<file path="config.mk">
export PLATFORM = sky130hd
export DESIGN_NAME = stg_front
export DESIGN_NICKNAME = d
export VERILOG_FILES = /design/src/rtl/core/stg_pkg.sv /design/src/rtl/core/stg_front.sv
export SDC_FILE = /design/constraint.sdc
export NUM_CORES = 1
export LEC_CHECK = 0
export ABC_CLOCK_PERIOD_IN_PS = 14600
export BUFFER_PORTS_ARGS = -buffer_cell sky130_fd_sc_hd__buf_2
export CAP_MARGIN = 20
export CORE_AREA = 2 2 77 79
export CTS_CLUSTER_SIZE = 28
export DETAILED_ROUTE_END_ITERATION = 16
export DIE_AREA = 0 0 79 81
export PLACE_DENSITY = 0.86
export SYNTH_ARGS = -nofsm -noshare
export SYNTH_HDL_FRONTEND = slang
export SYNTH_SLANG_ARGS = --single-unit
</file>
<file path="constraint.sdc">
create_clock -name clk -period 14.6 [get_ports clk]
set_input_delay 3.65 -clock clk [delete_from_list [all_inputs] [get_ports clk]]
set_output_delay 3.65 -clock clk [all_outputs]
set_load 0.01 [all_outputs]
</file>
<file path="src/rtl/core/stg_pkg.sv">
// ----------------------------------------------------------------------------
// stg_pkg
// shared types, constants and the quarter-wave table builder
// ----------------------------------------------------------------------------
`default_nettype none

package stg_pkg;

	localparam int unsigned PHASE_BITS_DEF      = 32;
	localparam int unsigned TABLE_ADDR_BITS_DEF = 10;
	localparam int unsigned MAX_CHANNELS        = 8;
	localparam int unsigned QUEUE_DEPTH         = 4;

	localparam int unsigned CFG_INDEX_W = 8;
	localparam int unsigned CFG_DATA_W  = 32;
	localparam int unsigned SAMPLE_W    = 32;
	localparam int unsigned CHAN_W      = 3;
	localparam int unsigned NCH_W       = 4;
	localparam int unsigned VOL_W       = 17;
	localparam int unsigned MAG_W       = 31;

	localparam logic [30:0] FS_NARROW   = 31'd32767;
	localparam logic [30:0] FS_WIDE     = 31'd2147483647;
	localparam logic [31:0] HALF_PI_Q30 = 32'd1686629713;
	localparam logic [30:0] ONE_Q30     = 31'd1073741824;

	typedef enum logic [CFG_INDEX_W-1:0] {
		REG_PHASE_STEP    = 8'd0,
		REG_VOLUME        = 8'd1,
		REG_CHANNEL_COUNT = 8'd2,
		REG_WIDE_FORMAT   = 8'd3
	} stg_reg_t;

	typedef struct packed {
		logic [31:0]      phase_step;
		logic [VOL_W-1:0] volume;
		logic [NCH_W-1:0] channel_count;
		logic             wide_format;
	} stg_cfg_t;

	// per-frame control carried beside the table address
	typedef struct packed {
		logic neg;
		logic last;
	} stg_ctl_t;

	// quarter-wave entry k in q1.30, eight-term taylor series, clamped to [0, 1]
	function automatic logic [30:0] sine_entry(input int unsigned k, input int unsigned abits);
		logic [63:0]        x;
		logic [63:0]        x2;
		logic [63:0]        term;
		logic signed [64:0] sum;
		int unsigned        n;
		x    = (64'(HALF_PI_Q30) * 64'(k)) >> abits;
		x2   = (x * x) >> 30;
		term = x;
		sum  = $signed({1'b0, x});
		for (n = 1; n <= 7; n++) begin
			// divisor of the taylor term, (2n)(2n+1)
			term = ((term * x2) >> 30) / 64'((2 * n) * (2 * n + 1));
			if ((n & 1) != 0) begin
				sum = sum - $signed({1'b0, term});
			end else begin
				sum = sum + $signed({1'b0, term});
			end
		end
		if (sum < 0) begin
			sum = '0;
		end
		if (sum > $signed({34'd0, ONE_Q30})) begin
			sum = $signed({34'd0, ONE_Q30});
		end
		return sum[30:0];
	endfunction

endpackage

`default_nettype wire

</file>
<file path="src/rtl/core/stg_front.sv">
// ----------------------------------------------------------------------------
// stg_front
// phase accumulator and quarter-wave address classification
// ----------------------------------------------------------------------------
`default_nettype none

module stg_front #(
	parameter int unsigned PHASE_BITS      = 32,
	parameter int unsigned TABLE_ADDR_BITS = 10
) (
	input  wire logic                     clk,
	input  wire logic                     arst_n,
	input  wire stg_pkg::stg_cfg_t        cfg,
	input  wire logic                     accept,
	input  wire logic                     last_in_block,
	output logic [TABLE_ADDR_BITS:0]      addr,
	output stg_pkg::stg_ctl_t             ctl
);

	import stg_pkg::*;

	localparam int unsigned IDX_W = TABLE_ADDR_BITS + 2;

	logic [PHASE_BITS-1:0]      phase_q;
	logic [PHASE_BITS-1:0]      phase_next;
	logic [IDX_W-1:0]           idx;
	logic [1:0]                 quad;
	logic [TABLE_ADDR_BITS:0]   a_ext;

	// wraps modulo one turn by width
	assign phase_next = phase_q + PHASE_BITS'(cfg.phase_step);
	assign idx        = phase_next[PHASE_BITS-1 -: IDX_W];
	assign quad       = idx[IDX_W-1 -: 2];
	assign a_ext      = {1'b0, idx[TABLE_ADDR_BITS-1:0]};

	// odd quadrants read the table mirrored
	assign addr     = quad[0] ? ({1'b1, {TABLE_ADDR_BITS{1'b0}}} - a_ext) : a_ext;
	assign ctl.neg  = quad[1];
	assign ctl.last = last_in_block;

	always_ff @(posedge clk or negedge arst_n) begin
		if (!arst_n) begin
			phase_q <= '0;
		end else if (accept) begin
			phase_q <= phase_next;
		end
	end

endmodule

`default_nettype wire

</file>
==> results.cfg <==
[final_layout]
antenna_cells = 0
area_delta_synth_final_pct = 10.3
seqCellArea_sq_um = 801
reg.largest.list = phase_q x32
fin_nets = 499
largest_register_ffs = 32
drive_gt1_share_pct = 24.4
top_register = phase_q
fill_cells = 505
multi_input_area_sq_um = 2340

[synthesis]
synth_top_family_by_area = simple AND/OR/NAND/NOR gates
synth_cell_types = 61
synth_top_area_share_pct = 24.4
synth-adder-area-share_pct = 12.8
synth_xor_area_share_pct = 10.1
synth_common_cells = 32 x dfrtp_1, 32 x ha_1, 31 x a21oi_1
syn_area_sq_um = 3280
synthMuxAreaShare_pct = 10.8
yosysTopAreaCell = dfrtp_1
synth_edf_count = 0
syn_inst = 372
ys_seq_area_share_pct = 24.4
async_flop_share_pct = 100
ys_warn_count = 0
syn_area_per_cell_sq_um = 8.81
synth_flop_cell = dfrtp_1
synth-seq-cells = 32
synth_compound_area_share_pct = 18.6
syn-num-nets = 463
synth-simple-area-share_pct = 19.1
ys_top_cells_by_area = dfrtp_1 24%, ha_1 12%, mux2_2 9.6%

[clock_network]
cts_setup_buffers = 0
cts.sinks = 32
clk_root_buffer_cell = clkbuf_8
insertion_delay_ps = 280
cts-buffers-inserted = 5
cts.path.max_buffers = 2
tritoncts = yes
ctsResizeCount = 0
htreeDepth = 2
path_clk_slew_ps = 70
hold_buffers = 0

[floorplanning]
die_h_um = 81
ioPinCount = 71
num_rows = 28
core_region_area_sq_um = 5680
initial_core_util_pct = 57.7
die_area_sq_um = 6400
die_w_um = 79

[detailed_routing]
viasPerCell = 5.90
drtPass1Iterations = 4
met1Wirelength_mm = 3.20
wl_met3_um = 287
ant_nets = 0
highest_layer = met4
drc_errors = 0
wl_mm = 7.24
routed-via-count = 2854
first_iter_violations = 154
wl_per_cell_um = 14.9
met2_length_mm = 3.65

[power_and_ir_drop]
p_leak_nw = 1.61
vdd_drop_max_mv = 0.181
p_per_area_nw_per_um2 = 289
power_mw = 1.05

[place]
gp_congestion = 0.904
dp_hpwl_mm = 5.71
port_buffers = 46

[flow_run]
max_cap_violations = 0

[setup_path]
crit_path_end_kind = output pin
cp-start-kind = input pin
path_max_fanout = 12
path_class = input pin to output pin
cp.arrival_ps = 6840
required_ps = 10950

[sta]
drv_slew = 0
period_needed_ps = 10490
fmax_mhz = 95.4
period_share_pct = 71.8
worst_pin_slew_ps = 1010
rsz0062_at_grt = false
finalHoldViolCount = 0
final.setup.tns_ps = 0
slew_headroom_pct = 32.3
fin_worst_skew_ps = 3.71
setup_viol_count_final = 0

[global_route]
grt_pass1_vias = 2789
grt_use_total_pct = 23.6
antenna_found_initial = 0
grt_pass1_wl_mm = 12.2
grt_max_degree = 35
grt_overflow_total = 0

[run_status]
status = completed

[hold_path]
worst_hold_path_type = register to register
==> kinds of logic (layout without fill, tap and decap cells) <==
group                      count (synthesis)  in the layout
buffers and inverters                     28             65
AOI/OAI and AO/OA                         91             91
muxes                                     32             32
DFF                                       32             32
adders and majority gates                 33             33
xor gates and xnor gates                  37             37
and+or+nand+nor                          119            119
==> layout make-up <==
| type | instances | area share [%] |
|---|---|---|
| inverters | 11 | 1.14 |
| multi-input cells | 312 | 64.8 |
| flip-flops and latches | 32 | 22.1 |
| clock buffers | 6 | 2.01 |
| well taps | 75 | 2.60 |
| repair buffers | 46 | 6.37 |
| clock inverters | 2 | 0.969 |
==> report_power, final <==
| group | total [mW] | switching, mW | internal, mW |
|---|---|---|---|
| Combinational | 0.798 | 0.443 | 0.355 |
| Clock | 0.0850 | 0.0343 | 0.0506 |
| Sequential | 0.163 | 0.0255 | 0.138 |
| Total | 1.05 | 0.503 | 0.543 |
==> per-layer routing <==
layer / global-route usage [%] / up-vias
li1: - / 1423
met2: 43.2 / 66
met3: 3.78 / 14
met5: 0 / -
met4: 7.93 / 0
met1: 28.2 / 1351
==> placed cells by master, fill, tap and decap left out, types with 2 or more instances in the layout <==
cell type,n
buf_2,46
ha_1,32
dfrtp_1,32
a21oi_1,31
nand2_1,29
nor2_1,28
mux2_2,28
xnor2_1,26
nand3_1,15
o21ai_0,13
inv_1,11
xor2_1,10
a21o_1,8
nand4_1,7
nor2b_1,6
nand2b_1,5
nor3_1,5
clkbuf_8,5
a21oi_2,4
o21a_1,4
mux2i_1,4
o2111ai_1,3
o211ai_1,3
o21ai_1,3
and4_1,3
nor4_1,3
a31oi_1,3
and2_1,2
or2_1,2
and3_1,2
a221o_1,2
or3_1,2
or3_4,2
o21bai_1,2
a211oi_1,2
==> worst max-delay path, cell delays in order <==
cell and delay [ps]:
buf_2 80, ha_1 160, inv_1 60, fa_1 400
nor2b_1 190, o2111ai_1 190, a21oi_1 240, o21ai_1 140
nand2_1 150, a31oi_1 130, xnor2_1 810, o21ai_0 290
xnor2_1 200, buf_2 150
==> path summary, 6_finish.rpt <==
path / from / endpoint / slack (ps) / cells after the start
setup / recovery: cfg[22] / addr[7] / 4110 / 14
hold / removal: phase_q[31] / phase_q[31] / 500 / 1
setup reg to reg: phase_q[0] / phase_q[30] / 11420 / 11
hold reg to reg: phase_q[31] / phase_q[31] / 500 / 1
max in group asynchronous: arst_n / phase_q[14] / 10700 / 1
min in group asynchronous: arst_n / phase_q[13] / 3430 / 1
==> stage by stage <==
step / utilization, % / hold WS, ps / instances / setup slack (ps) / instance area, sq um
finish: 63.7 / 497 / 484 / 4110 / 3620
global route: 63.7 / 512 / 484 / 3830 / 3620
CTS: 63.7 / 501 / 484 / 4140 / 3620
detailed placement: 61.8 / 487 / 476 / 4140 / 3510
global placement: 61.8 / 481 / 476 / 4340 / 3510
floorplan: - / 467 / 372 / 4850 / 3280
(Power assumes the default switching activity.)
