==> src/rtl/core/stg_queue.sv <==
// ----------------------------------------------------------------------------
// stg_queue
// small first-in first-out buffer between the front and the back
// ----------------------------------------------------------------------------
`default_nettype none

module stg_queue #(
	parameter int unsigned WIDTH = 13,
	parameter int unsigned DEPTH = 4
) (
	input  wire logic             clk,
	input  wire logic             arst_n,
	input  wire logic             push,
	input  wire logic [WIDTH-1:0] push_data,
	output logic                  full,
	input  wire logic             pop,
	output logic [WIDTH-1:0]      pop_data,
	output logic                  empty
);

	localparam int unsigned PTR_W = (DEPTH > 1) ? $clog2(DEPTH) : 1;
	localparam int unsigned CNT_W = $clog2(DEPTH + 1);

	logic [WIDTH-1:0] mem_q [DEPTH];
	logic [PTR_W-1:0] wr_q;
	logic [PTR_W-1:0] rd_q;
	logic [CNT_W-1:0] cnt_q;
	logic             do_push;
	logic             do_pop;

	assign full     = (cnt_q == CNT_W'(DEPTH));
	assign empty    = (cnt_q == '0);
	assign do_push  = push && !full;
	assign do_pop   = pop && !empty;
	assign pop_data = mem_q[rd_q];

	always_ff @(posedge clk) begin
		if (do_push) begin
			mem_q[wr_q] <= push_data;
		end
	end

	always_ff @(posedge clk or negedge arst_n) begin
		if (!arst_n) begin
			wr_q  <= '0;
			rd_q  <= '0;
			cnt_q <= '0;
		end else begin
			if (do_push) begin
				wr_q <= (wr_q == PTR_W'(DEPTH - 1)) ? '0 : wr_q + PTR_W'(1);
			end
			if (do_pop) begin
				rd_q <= (rd_q == PTR_W'(DEPTH - 1)) ? '0 : rd_q + PTR_W'(1);
			end
			if (do_push && !do_pop) begin
				cnt_q <= cnt_q + CNT_W'(1);
			end else if (do_pop && !do_push) begin
				cnt_q <= cnt_q - CNT_W'(1);
			end
		end
	end

endmodule

`default_nettype wire

==> config.mk <==
export PLATFORM = sky130hd
export DESIGN_NAME = stg_queue
export DESIGN_NICKNAME = d
export VERILOG_FILES = /design/src/rtl/core/stg_queue.sv
export SDC_FILE = /design/constraint.sdc
export NUM_CORES = 1
export LEC_CHECK = 0
export BUFFER_PORTS_ARGS = -buffer_cell sky130_fd_sc_hd__buf_2
export CAP_MARGIN = 20
export CORE_UTILIZATION = 40
export CTS_CLUSTER_SIZE = 28
export DETAILED_ROUTE_END_ITERATION = 10
export GPL_TIMING_DRIVEN = 0
export PLACE_DENSITY = 0.56
export REMOVE_ABC_BUFFERS = 1
export SYNTH_ARGS = -nofsm -noshare
export SYNTH_HDL_FRONTEND = slang
export SYNTH_SLANG_ARGS = --single-unit
==> constraint.sdc <==
create_clock -name clk -period 2.4 [get_ports clk]
set_input_delay 0.48 -clock clk [delete_from_list [all_inputs] [get_ports clk]]
set_output_delay 0.48 -clock clk [all_outputs]
set_load 0.01 [all_outputs]
==> flow_summary_export.csv, run 1 <==
group,metric,value,unit
cells_and_area,antenna_cells,0,
grt,grt_pass1_vias,1142,
power,seqPwrFrac,0.483,
routing,dr.pass1.iters,4,
clock_network,clk_latency,0.32,ns
power,powerDensity,1209,nW/um2
floorplanning,core,5574,um2
setup_path,critPathArrivalTime,1.76,ns
yosys,synth.ff_latch_count,59,
clock_network,post_cts_buffers,0,
placed_design,io_buffers,31,
routing,ant_nets,0,
timing,fmax,447.2,MHz
setup_path,startpoint,"rd_q[0]",
clock_network,cts_tree,"done",
power,p_leak,1.006,nW
setup_path,cp-end-kind,"output pin",
power,clkPwrFrac,0.237,
clock_network,root_buffer,"clkbuf_8",
run,maxCapViolations,0,
power,switching_share,0.2944,
clock_network,clk_pin_slew,0.06,ns
timing,timing.final.crit_share,0.9318,
clock_network,htree_levels,3,
yosys,ys.warnings.count,0,
grt,grt_pass1_wl,5.540,mm
power,p_int,2.342,mW
cells_and_area,nets,170,
grt,grt_overflow,0,
floorplanning,ios,32,
cells_and_area,final_cell_mix,"edfxtp_1 (52), buf_2 (31), mux4_2 (13), clkbuf_8 (9)",
placed_design,gp_congestion,0.6515,
timing,fin_tns_setup,0,ns
floorplanning,die_height,78.46,um
grt,grt.total_usage,0.1350,
min_path,hp-start,"push_data[0]",
cells_and_area,final_common_cell,"edfxtp_1",
power,ir_drop,0.5422,mV
power,p_switching,0.9772,mW
power,total_power,3.319,mW
routing,drc,0,
floorplanning,start_util,0.4195,
min_path,hp-class,"in -> reg",
clock_network,clockBufferDepth,2,
timing,holdWs,0.3734,ns
cells_and_area,drive_above_1_share,0.4228,
yosys,ys_types,21,
timing,worst_pin_slew,0.7414,ns
setup_path,r2r-start,"cnt_q[0]",
timing,rsz0062_at_grt,"no",
setup_path,path_class,"reg -> out",
yosys,synthesis.area,2338,um2
clock_network,numCtsBuffers,9,
status,status,"completed",
floorplanning,dieWidth,78.46,um
floorplanning,fp-row-count,27,
timing,slew_viol_final,0,
timing,setup_viol,0,
placed_design,dp_slack,0.1506,ns
clock_network,cts_sinks,59,
cells_and_area,syn_to_final_growth,17.39,%
routing,vias,1108,
setup_path,required,1.92,ns
yosys,synthCells,105,
timing,clock_skew,0.007958,ns
routing,drt_iter0_drc,47,
timing,slew_headroom,0.5057,
yosys,seq_area_frac_synth,0.7426,
setup_path,cp_max_fo,16,
setup_path,startpoint_type,"register",
routing,routedWlPerCell,16.41,um
timing,timing.final.ws_setup,0.1637,ns
floorplanning,fp.dieArea,6156,um2
routing,viasPerCell,5.014,
yosys,syn_avg_cell_area,22.27,um2
timing,period_minus_slack,2.236,ns
grt,antenna_found_initial,0,
grt,grt_max_degree,17,
routing,routed_wl,3.626,mm
timing,hold_viol,0,
placed_design,hpwl,2.330,mm
power,power.share.combinational,0.280,
worst paths after layout:
| kind | to | slack [ns] | cells after the start |
|---|---|---|---|
| max reg2reg | cnt_q[2] | 0.26 | 7 |
| min reg2reg | wr_q[1] | 0.57 | 1 |
| max in group asynchronous | rd_q[0] | 1.71 | 2 |
| min in group asynchronous | wr_q[1] | 0.52 | 2 |
| min | mem_q[3][0] | 0.37 | 1 |
| max | pop_data[7] | 0.16 | 2 |
per-stage QoR:
stage | cell area [um2] | utilization | std cells
2_1_floorplan | 2311 | - | 102
3_3_place_gp | 2556 | 0.4586 | 205
3_5_place_dp | 2564 | 0.4599 | 206
4_1_cts | 2745 | 0.4925 | 221
5_1_grt | 2745 | 0.4925 | 221
6_report | 2745 | 0.4925 | 221
area by class of cell:
type | count | area, um2
inverter | 3 | 11.26
clock inverter | 5 | 46.29
tap | 72 | 90.09
sequential | 59 | 1738
fill | 479 | 2829
timing repair buffer | 33 | 172.7
clock buffer | 9 | 123.9
multi-input combinational | 40 | 563.0
state kept, by name (all words and copies together), names as in the netlist:
name,cells
mem_q,52
cnt_q,3
rd_q,2
wr_q,2
layer usage:
metal | share of wire | wire [um] | GRT usage
met3 | 0.038 | 139 | 0.06628
met5 | 0 | 0 | 0
met4 | 0.0088 | 32 | 0.06667
met2 | 0.52 | 1888 | 0.2114
met1 | 0.43 | 1566 | 0.1538
cells by family (layout without fill, tap and decap cells):
| kind of cell | count (synthesis) | count (layout) | synth area share |
|---|---|---|---|
| multiplexers | 17 | 17 | 0.1477 |
| AO/OA/AOI/OAI | 2 | 2 | 0.008561 |
| AND/OR/NAND/NOR | 11 | 11 | 0.03264 |
| XOR/XNOR | 3 | 3 | 0.01124 |
| buffers and inverters | 6 | 50 | 0.01658 |
| adder cells (fa/ha/maj) | 7 | 7 | 0.04066 |
| flip-flops | 59 | 59 | 0.7426 |
what timing repair did:
action	CTS	global route
endpoints found under the setup margin	13	0
hold buffers	1	0
gates resized for setup	1	0
hold endpoints to repair	7	0
critical path, stage by stage, from the launching register on:
cell	delay, ns
dfrtp_2	0.69
mux4_2	0.59
buf_2	0.16
power groups by stage:
stage	sequential [mW]	combinational (mW)	clock, mW
final	1.60	0.931	0.787
after global routing	1.64	1.02	0.863
after CTS	1.62	0.953	0.816
after detailed placement	1.63	0.946	0
after global placement	1.62	0.906	0
after floorplan	1.56	0.651	0
cell usage after synthesis (all sizes together):
cell / instances / area share
ha: 6 / 0.032
a21o: 1 / 0.0032
fa: 1 / 0.0086
nand2: 1 / 0.0016
nor2: 3 / 0.0048
inv: 3 / 0.0048
nor3b: 1 / 0.0080
buf: 3 / 0.012
xnor2: 1 / 0.0037
edfxtp: 52 / 0.67
and2: 3 / 0.0080
dfrtp: 7 / 0.075
mux2: 4 / 0.022
mux4: 13 / 0.13
xor2: 2 / 0.0075
o31ai: 1 / 0.0053
nor2b: 1 / 0.0059
nor3: 2 / 0.0043
Note: power is estimated with default switching activity, not from simulation.
==> run 2: changes to the inputs <==
--- a/config.mk
+++ b/config.mk
@@ -11,7 +11,6 @@
 export CTS_CLUSTER_SIZE = 28
 export DETAILED_ROUTE_END_ITERATION = 10
 export GPL_TIMING_DRIVEN = 0
-export PLACE_DENSITY = 0.56
 export REMOVE_ABC_BUFFERS = 1
 export SYNTH_ARGS = -nofsm -noshare
 export SYNTH_HDL_FRONTEND = slang
==> run 2 against run 1 <==
  * Final cell count up 0.45%
  * Critical path depth is the same
  * Routed wire length up 3.8%
  * Total power decreased by 2.7%
  * Design area shrank 0.64%
  * Die area is the same
  * Combinational power shrank 2%
  * Register-to-register slack improved by 0.03 ns
  * First-iteration DRC count is 34% lower
  * Critical endpoint is now pop_data[8]
==> flow_summary_export.csv, run 2 (same netlist as run 1, synthesis figures left out) <==
group,metric,value,unit
grt,grt_pass1_wl,6.030,mm
grt,grt_max_degree,17,
cells_and_area,largest_register_ffs,52,
cells_and_area,top_regs,"mem_q (52), cnt_q (3)",
setup_path,cp_slowest_cell,"dfrtp_2",
routing,routedWlPerCell,16.96,um
floorplanning,core,5574,um2
routing,vias,1076,
routing,drc,0,
timing,holdWs,0.3646,ns
timing,hold_viol,0,
timing,slew_viol_final,0,
grt,antenna_found_initial,0,
floorplanning,die_height,78.46,um
routing,viasPerCell,4.847,
timing,fin_tns_setup,0,ns
timing,rsz0062_at_grt,"no",
routing,ant_nets,0,
floorplanning,start_util,0.4195,
grt,grt.total_usage,0.1437,
setup_path,path_cells,"mux4_2 > buf_2",
setup_path,crit_buf_inv,1,
placed_design,hpwl,2.475,mm
timing,period_minus_slack,2.242,ns
cells_and_area,fin_cells,222,
cells_and_area,antenna_cells,0,
cells_and_area,regMostFlops,"mem_q",
cells_and_area,nets,170,
clock_network,post_cts_buffers,0,
power,p_leak,0.9980,nW
setup_path,slowest_delay,0.70,ns
cells_and_area,drive_above_1_share,0.4200,
power,powerDensity,1184,nW/um2
placed_design,gp_congestion,0.6548,
clock_network,root_buffer,"clkbuf_8",
clock_network,cts_tree,"done",
floorplanning,ios,32,
placed_design,placedCellCount,206,
cells_and_area,fillers,487,
status,status,"completed",
clock_network,clk_pin_slew,0.06,ns
setup_path,cp-end-kind,"output pin",
cells_and_area,final_common_cell,"edfxtp_1",
clock_network,clockBufferDepth,2,
timing,setup_viol,0,
routing,drt_iter0_drc,31,
placed_design,io_buffers,31,
min_path,hp-class,"in -> reg",
setup_path,cp_max_fo,16,
cells_and_area,final_cell_mix,"edfxtp_1 (52), buf_2 (31), mux4_2 (13), clkbuf_8 (9)",
clock_network,clk_latency,0.33,ns
clock_network,htree_levels,3,
floorplanning,dieWidth,78.46,um
setup_path,critPathArrivalTime,1.76,ns
grt,grt_pass1_vias,1189,
floorplanning,fp-row-count,27,
power,total_power,3.229,mW
timing,fmax,446.1,MHz
timing,timing.final.crit_share,0.9340,
clock_network,numCtsBuffers,9,
floorplanning,fp.dieArea,6156,um2
power,ir_drop,0.6175,mV
setup_path,required,1.92,ns
setup_path,path_class,"reg -> out",
grt,grt_overflow,0,
timing,worst_pin_slew,0.7296,ns
routing,dr.pass1.iters,4,
timing,clock_skew,0.005441,ns
routing,routed_wl,3.765,mm
run,maxCapViolations,0,
setup_path,startpoint_type,"register",
timing,slew_headroom,0.5118,
clock_network,cts_sinks,59,
setup_path,crit_family,"flip-flops",
cells_and_area,syn_to_final_growth,16.64,%
==> run 2: cell type report <==
class | instances | area [um2] | share of cell area
sequential | 59 | 1738 | 0.6372
multi-input combinational | 40 | 563.0 | 0.2064
timing repair buffer | 33 | 176.4 | 0.06468
clock buffer | 10 | 127.6 | 0.04679
tap | 72 | 90.09 | 0.03303
clock inverter | 5 | 21.27 | 0.007798
inverter | 3 | 11.26 | 0.004128
==> run 2: through the flow <==
step           instance area [um2]  setup slack (ns)  utilization
3_3_place_gp                  2556            0.1776       0.4586
3_5_place_dp                  2567            0.1429       0.4606
5_1_grt                       2728           0.02467       0.4893
2_1_floorplan                 2311            0.4721            -
4_1_cts                       2728            0.1086       0.4893
6_report                      2728            0.1584       0.4893
==> run 2: report_power, final <==
| group | internal (mW) | switching, mW | total [mW] | leakage, nW |
|---|---|---|---|---|
| registers | 1.38 | 0.233 | 1.61 | 0.558 |
| logic | 0.508 | 0.409 | 0.917 | 0.362 |
| clock network | 0.354 | 0.346 | 0.700 | 0.0784 |
==> run 2: final timing paths <==
path / start / to / slack, ns / cells after the start
max: rd_q[0] / pop_data[8] / 0.16 / 2
min: push_data[9] / mem_q[1][9] / 0.36 / 1
max reg2reg: cnt_q[0] / cnt_q[2] / 0.29 / 7
min reg2reg: cnt_q[2] / cnt_q[2] / 0.55 / 1
max in group asynchronous: arst_n / rd_q[0] / 1.70 / 2
min in group asynchronous: arst_n / cnt_q[1] / 0.52 / 2
==> run 2: what timing repair did <==
action,4_1_cts,5_1_grt
hold endpoints to repair,7,0
hold buffers,1,0
setup endpoints to repair,13,0
resized for setup,1,0
==> run 2: worst reg2reg max path, cell delays in order (launching register included) <==
cell and delay (ns):
dfrtp_1 0.47, o31ai_2 0.42, ha_1 0.27, inv_1 0.07
fa_1 0.37, xor2_1 0.15, nor2_1 0.12, xor2_1 0.16
==> run 2: per-layer routing <==
metal / vias up / wire length [um] / global-route usage / share of wire
met2: 25 / 1939 / 0.2316 / 0.52
met1: 538 / 1591 / 0.1656 / 0.42
met5: - / 0 / 0 / 0
met3: 7 / 159 / 0.05465 / 0.042
met4: 0 / 75 / 0.07778 / 0.020
li1: 506 / - / - / -
==> run 3: changes to the inputs <==
--- a/config.mk
+++ b/config.mk
@@ -7,6 +7,7 @@
 export LEC_CHECK = 0
 export BUFFER_PORTS_ARGS = -buffer_cell sky130_fd_sc_hd__buf_2
 export CAP_MARGIN = 20
+export CORE_ASPECT_RATIO = 1.1
 export CORE_UTILIZATION = 40
 export CTS_CLUSTER_SIZE = 28
 export DETAILED_ROUTE_END_ITERATION = 10
==> run 3 against run 2 <==
  * Design area up 1.9%
  * Clock power rose by 25%
  * Maximum frequency rose by 0.95%
  * Critical path depth unchanged
  * Via count up 0.46%
  * Core utilization is 1.6 points higher
  * Combinational power about the same
  * Clock-buffer cell count grew 4
==> flow_summary_export.csv, run 3 (same netlist as run 1, synthesis figures left out) <==
group,metric,value,unit
clock_network,clockBufferDepth,2,
placed_design,placedCellCount,209,
routing,routedWlPerCell,16.13,um
cells_and_area,regMostFlops,"mem_q",
cells_and_area,syn_to_final_growth,18.83,%
clock_network,cts_sinks,59,
grt,grt_max_degree,17,
routing,vias,1081,
cells_and_area,final_common_cell,"edfxtp_1",
power,switching_share,0.2879,
setup_path,startpoint_type,"register",
timing,clock_skew,0.005619,ns
clock_network,post_cts_buffers,0,
grt,grt_overflow,0,
timing,rsz0062_at_grt,"no",
timing,slew_viol_final,0,
setup_path,path_cells,"mux4_2 > buf_2",
timing,setup_viol,0,
power,power.share.combinational,0.270,
cells_and_area,top_regs,"mem_q (52), cnt_q (3)",
power,powerDensity,1224,nW/um2
routing,dr.pass1.iters,4,
placed_design,io_buffers,31,
cells_and_area,nets,170,
grt,grt.total_usage,0.1407,
power,p_int,2.422,mW
placed_design,gp_congestion,0.6337,
setup_path,crit_family,"flip-flops",
placed_design,placed_area,2571,um2
timing,timing.final.crit_share,0.9252,
timing,timing.final.ws_setup,0.1794,ns
setup_path,required,1.92,ns
setup_path,cp_max_fo,16,
cells_and_area,final_cell_mix,"edfxtp_1 (52), buf_2 (31), mux4_2 (13), clkbuf_8 (11)",
clock_network,htree_levels,3,
setup_path,cp_slowest_cell,"dfrtp_2",
power,total_power,3.401,mW
setup_path,path_class,"reg -> out",
routing,routed_wl,3.645,mm
routing,ant_nets,0,
timing,slew_headroom,0.5246,
power,ir_drop,0.5800,mV
setup_path,critPathArrivalTime,1.74,ns
floorplanning,fp-row-count,28,
power,clkPwrFrac,0.257,
status,status,"completed",
grt,grt_pass1_vias,1201,
timing,hold_viol,0,
placed_design,hpwl,2.471,mm
timing,period_minus_slack,2.221,ns
routing,viasPerCell,4.783,
cells_and_area,antenna_cells,0,
routing,drc,0,
placed_design,dp_slack,0.1381,ns
clock_network,root_buffer,"clkbuf_8",
setup_path,slowest_delay,0.69,ns
power,seqPwrFrac,0.473,
clock_network,numCtsBuffers,9,
floorplanning,fp.dieArea,6156,um2
setup_path,cp-end-kind,"output pin",
power,p_leak,1.018,nW
floorplanning,die_height,82.19,um
clock_network,clk_latency,0.32,ns
grt,grt_pass1_wl,5.796,mm
routing,drt_iter0_drc,43,
run,maxCapViolations,0,
floorplanning,ios,32,
cells_and_area,drive_above_1_share,0.4238,
min_path,hp-class,"in -> reg",
timing,worst_pin_slew,0.7130,ns
timing,fmax,450.3,MHz
floorplanning,start_util,0.4252,
cells_and_area,largest_register_ffs,52,
setup_path,crit_buf_inv,1,
timing,holdWs,0.3713,ns
floorplanning,core,5500,um2
floorplanning,dieWidth,74.90,um
timing,fin_tns_setup,0,ns
power,p_switching,0.9790,mW
grt,antenna_found_initial,0,
clock_network,cts_tree,"done",
cells_and_area,fin_cells,226,
cells_and_area,final_util,0.5052,
cells_and_area,final_area,2779,um2
clock_network,clk_pin_slew,0.06,ns
==> run 3: worst paths after layout <==
path	start	to	slack, ns	cells past startpoint
min	push_data[11]	mem_q[2][11]	0.37	1
min in group asynchronous	arst_n	wr_q[1]	0.52	2
min reg2reg	cnt_q[2]	cnt_q[2]	0.54	1
max in group asynchronous	arst_n	rd_q[0]	1.71	2
max reg2reg	cnt_q[0]	cnt_q[2]	0.28	7
max	rd_q[0]	pop_data[1]	0.18	2
==> run 3: final cells by class <==
type	instances	area (um2)
fillers	468	2721
repair buffers	33	176.4
clock inverters	2	33.78
flip-flops and latches	59	1738
inverters	3	11.26
well taps	75	93.84
multi-input cells	40	563.0
clock buffers	14	162.7
==> run 3: timing repair <==
action,4_1_cts,5_1_grt
endpoints found under the hold margin,7,0
gates resized for setup,1,0
hold buffers,1,0
setup endpoints to repair,13,0
==> run 3: metal layers <==
layer  GRT usage  part of all wire  wire, um  vias up
met2      0.2414              0.54      1985       24
li1            -                 -         -      503
met1      0.1530              0.40      1475      550
met3     0.04490             0.040       146        4
met4     0.07925             0.010        38        0
met5           0                 0         0        -
==> run 3: power groups by stage <==
stage | Sequential [mW] | Combinational, mW | Clock [mW]
floorplan | 1.56 | 0.651 | 0
global placement | 1.62 | 0.899 | 0
detailed placement | 1.64 | 0.942 | 0
CTS | 1.62 | 0.945 | 0.897
global route | 1.66 | 1.01 | 0.936
finish | 1.61 | 0.918 | 0.875
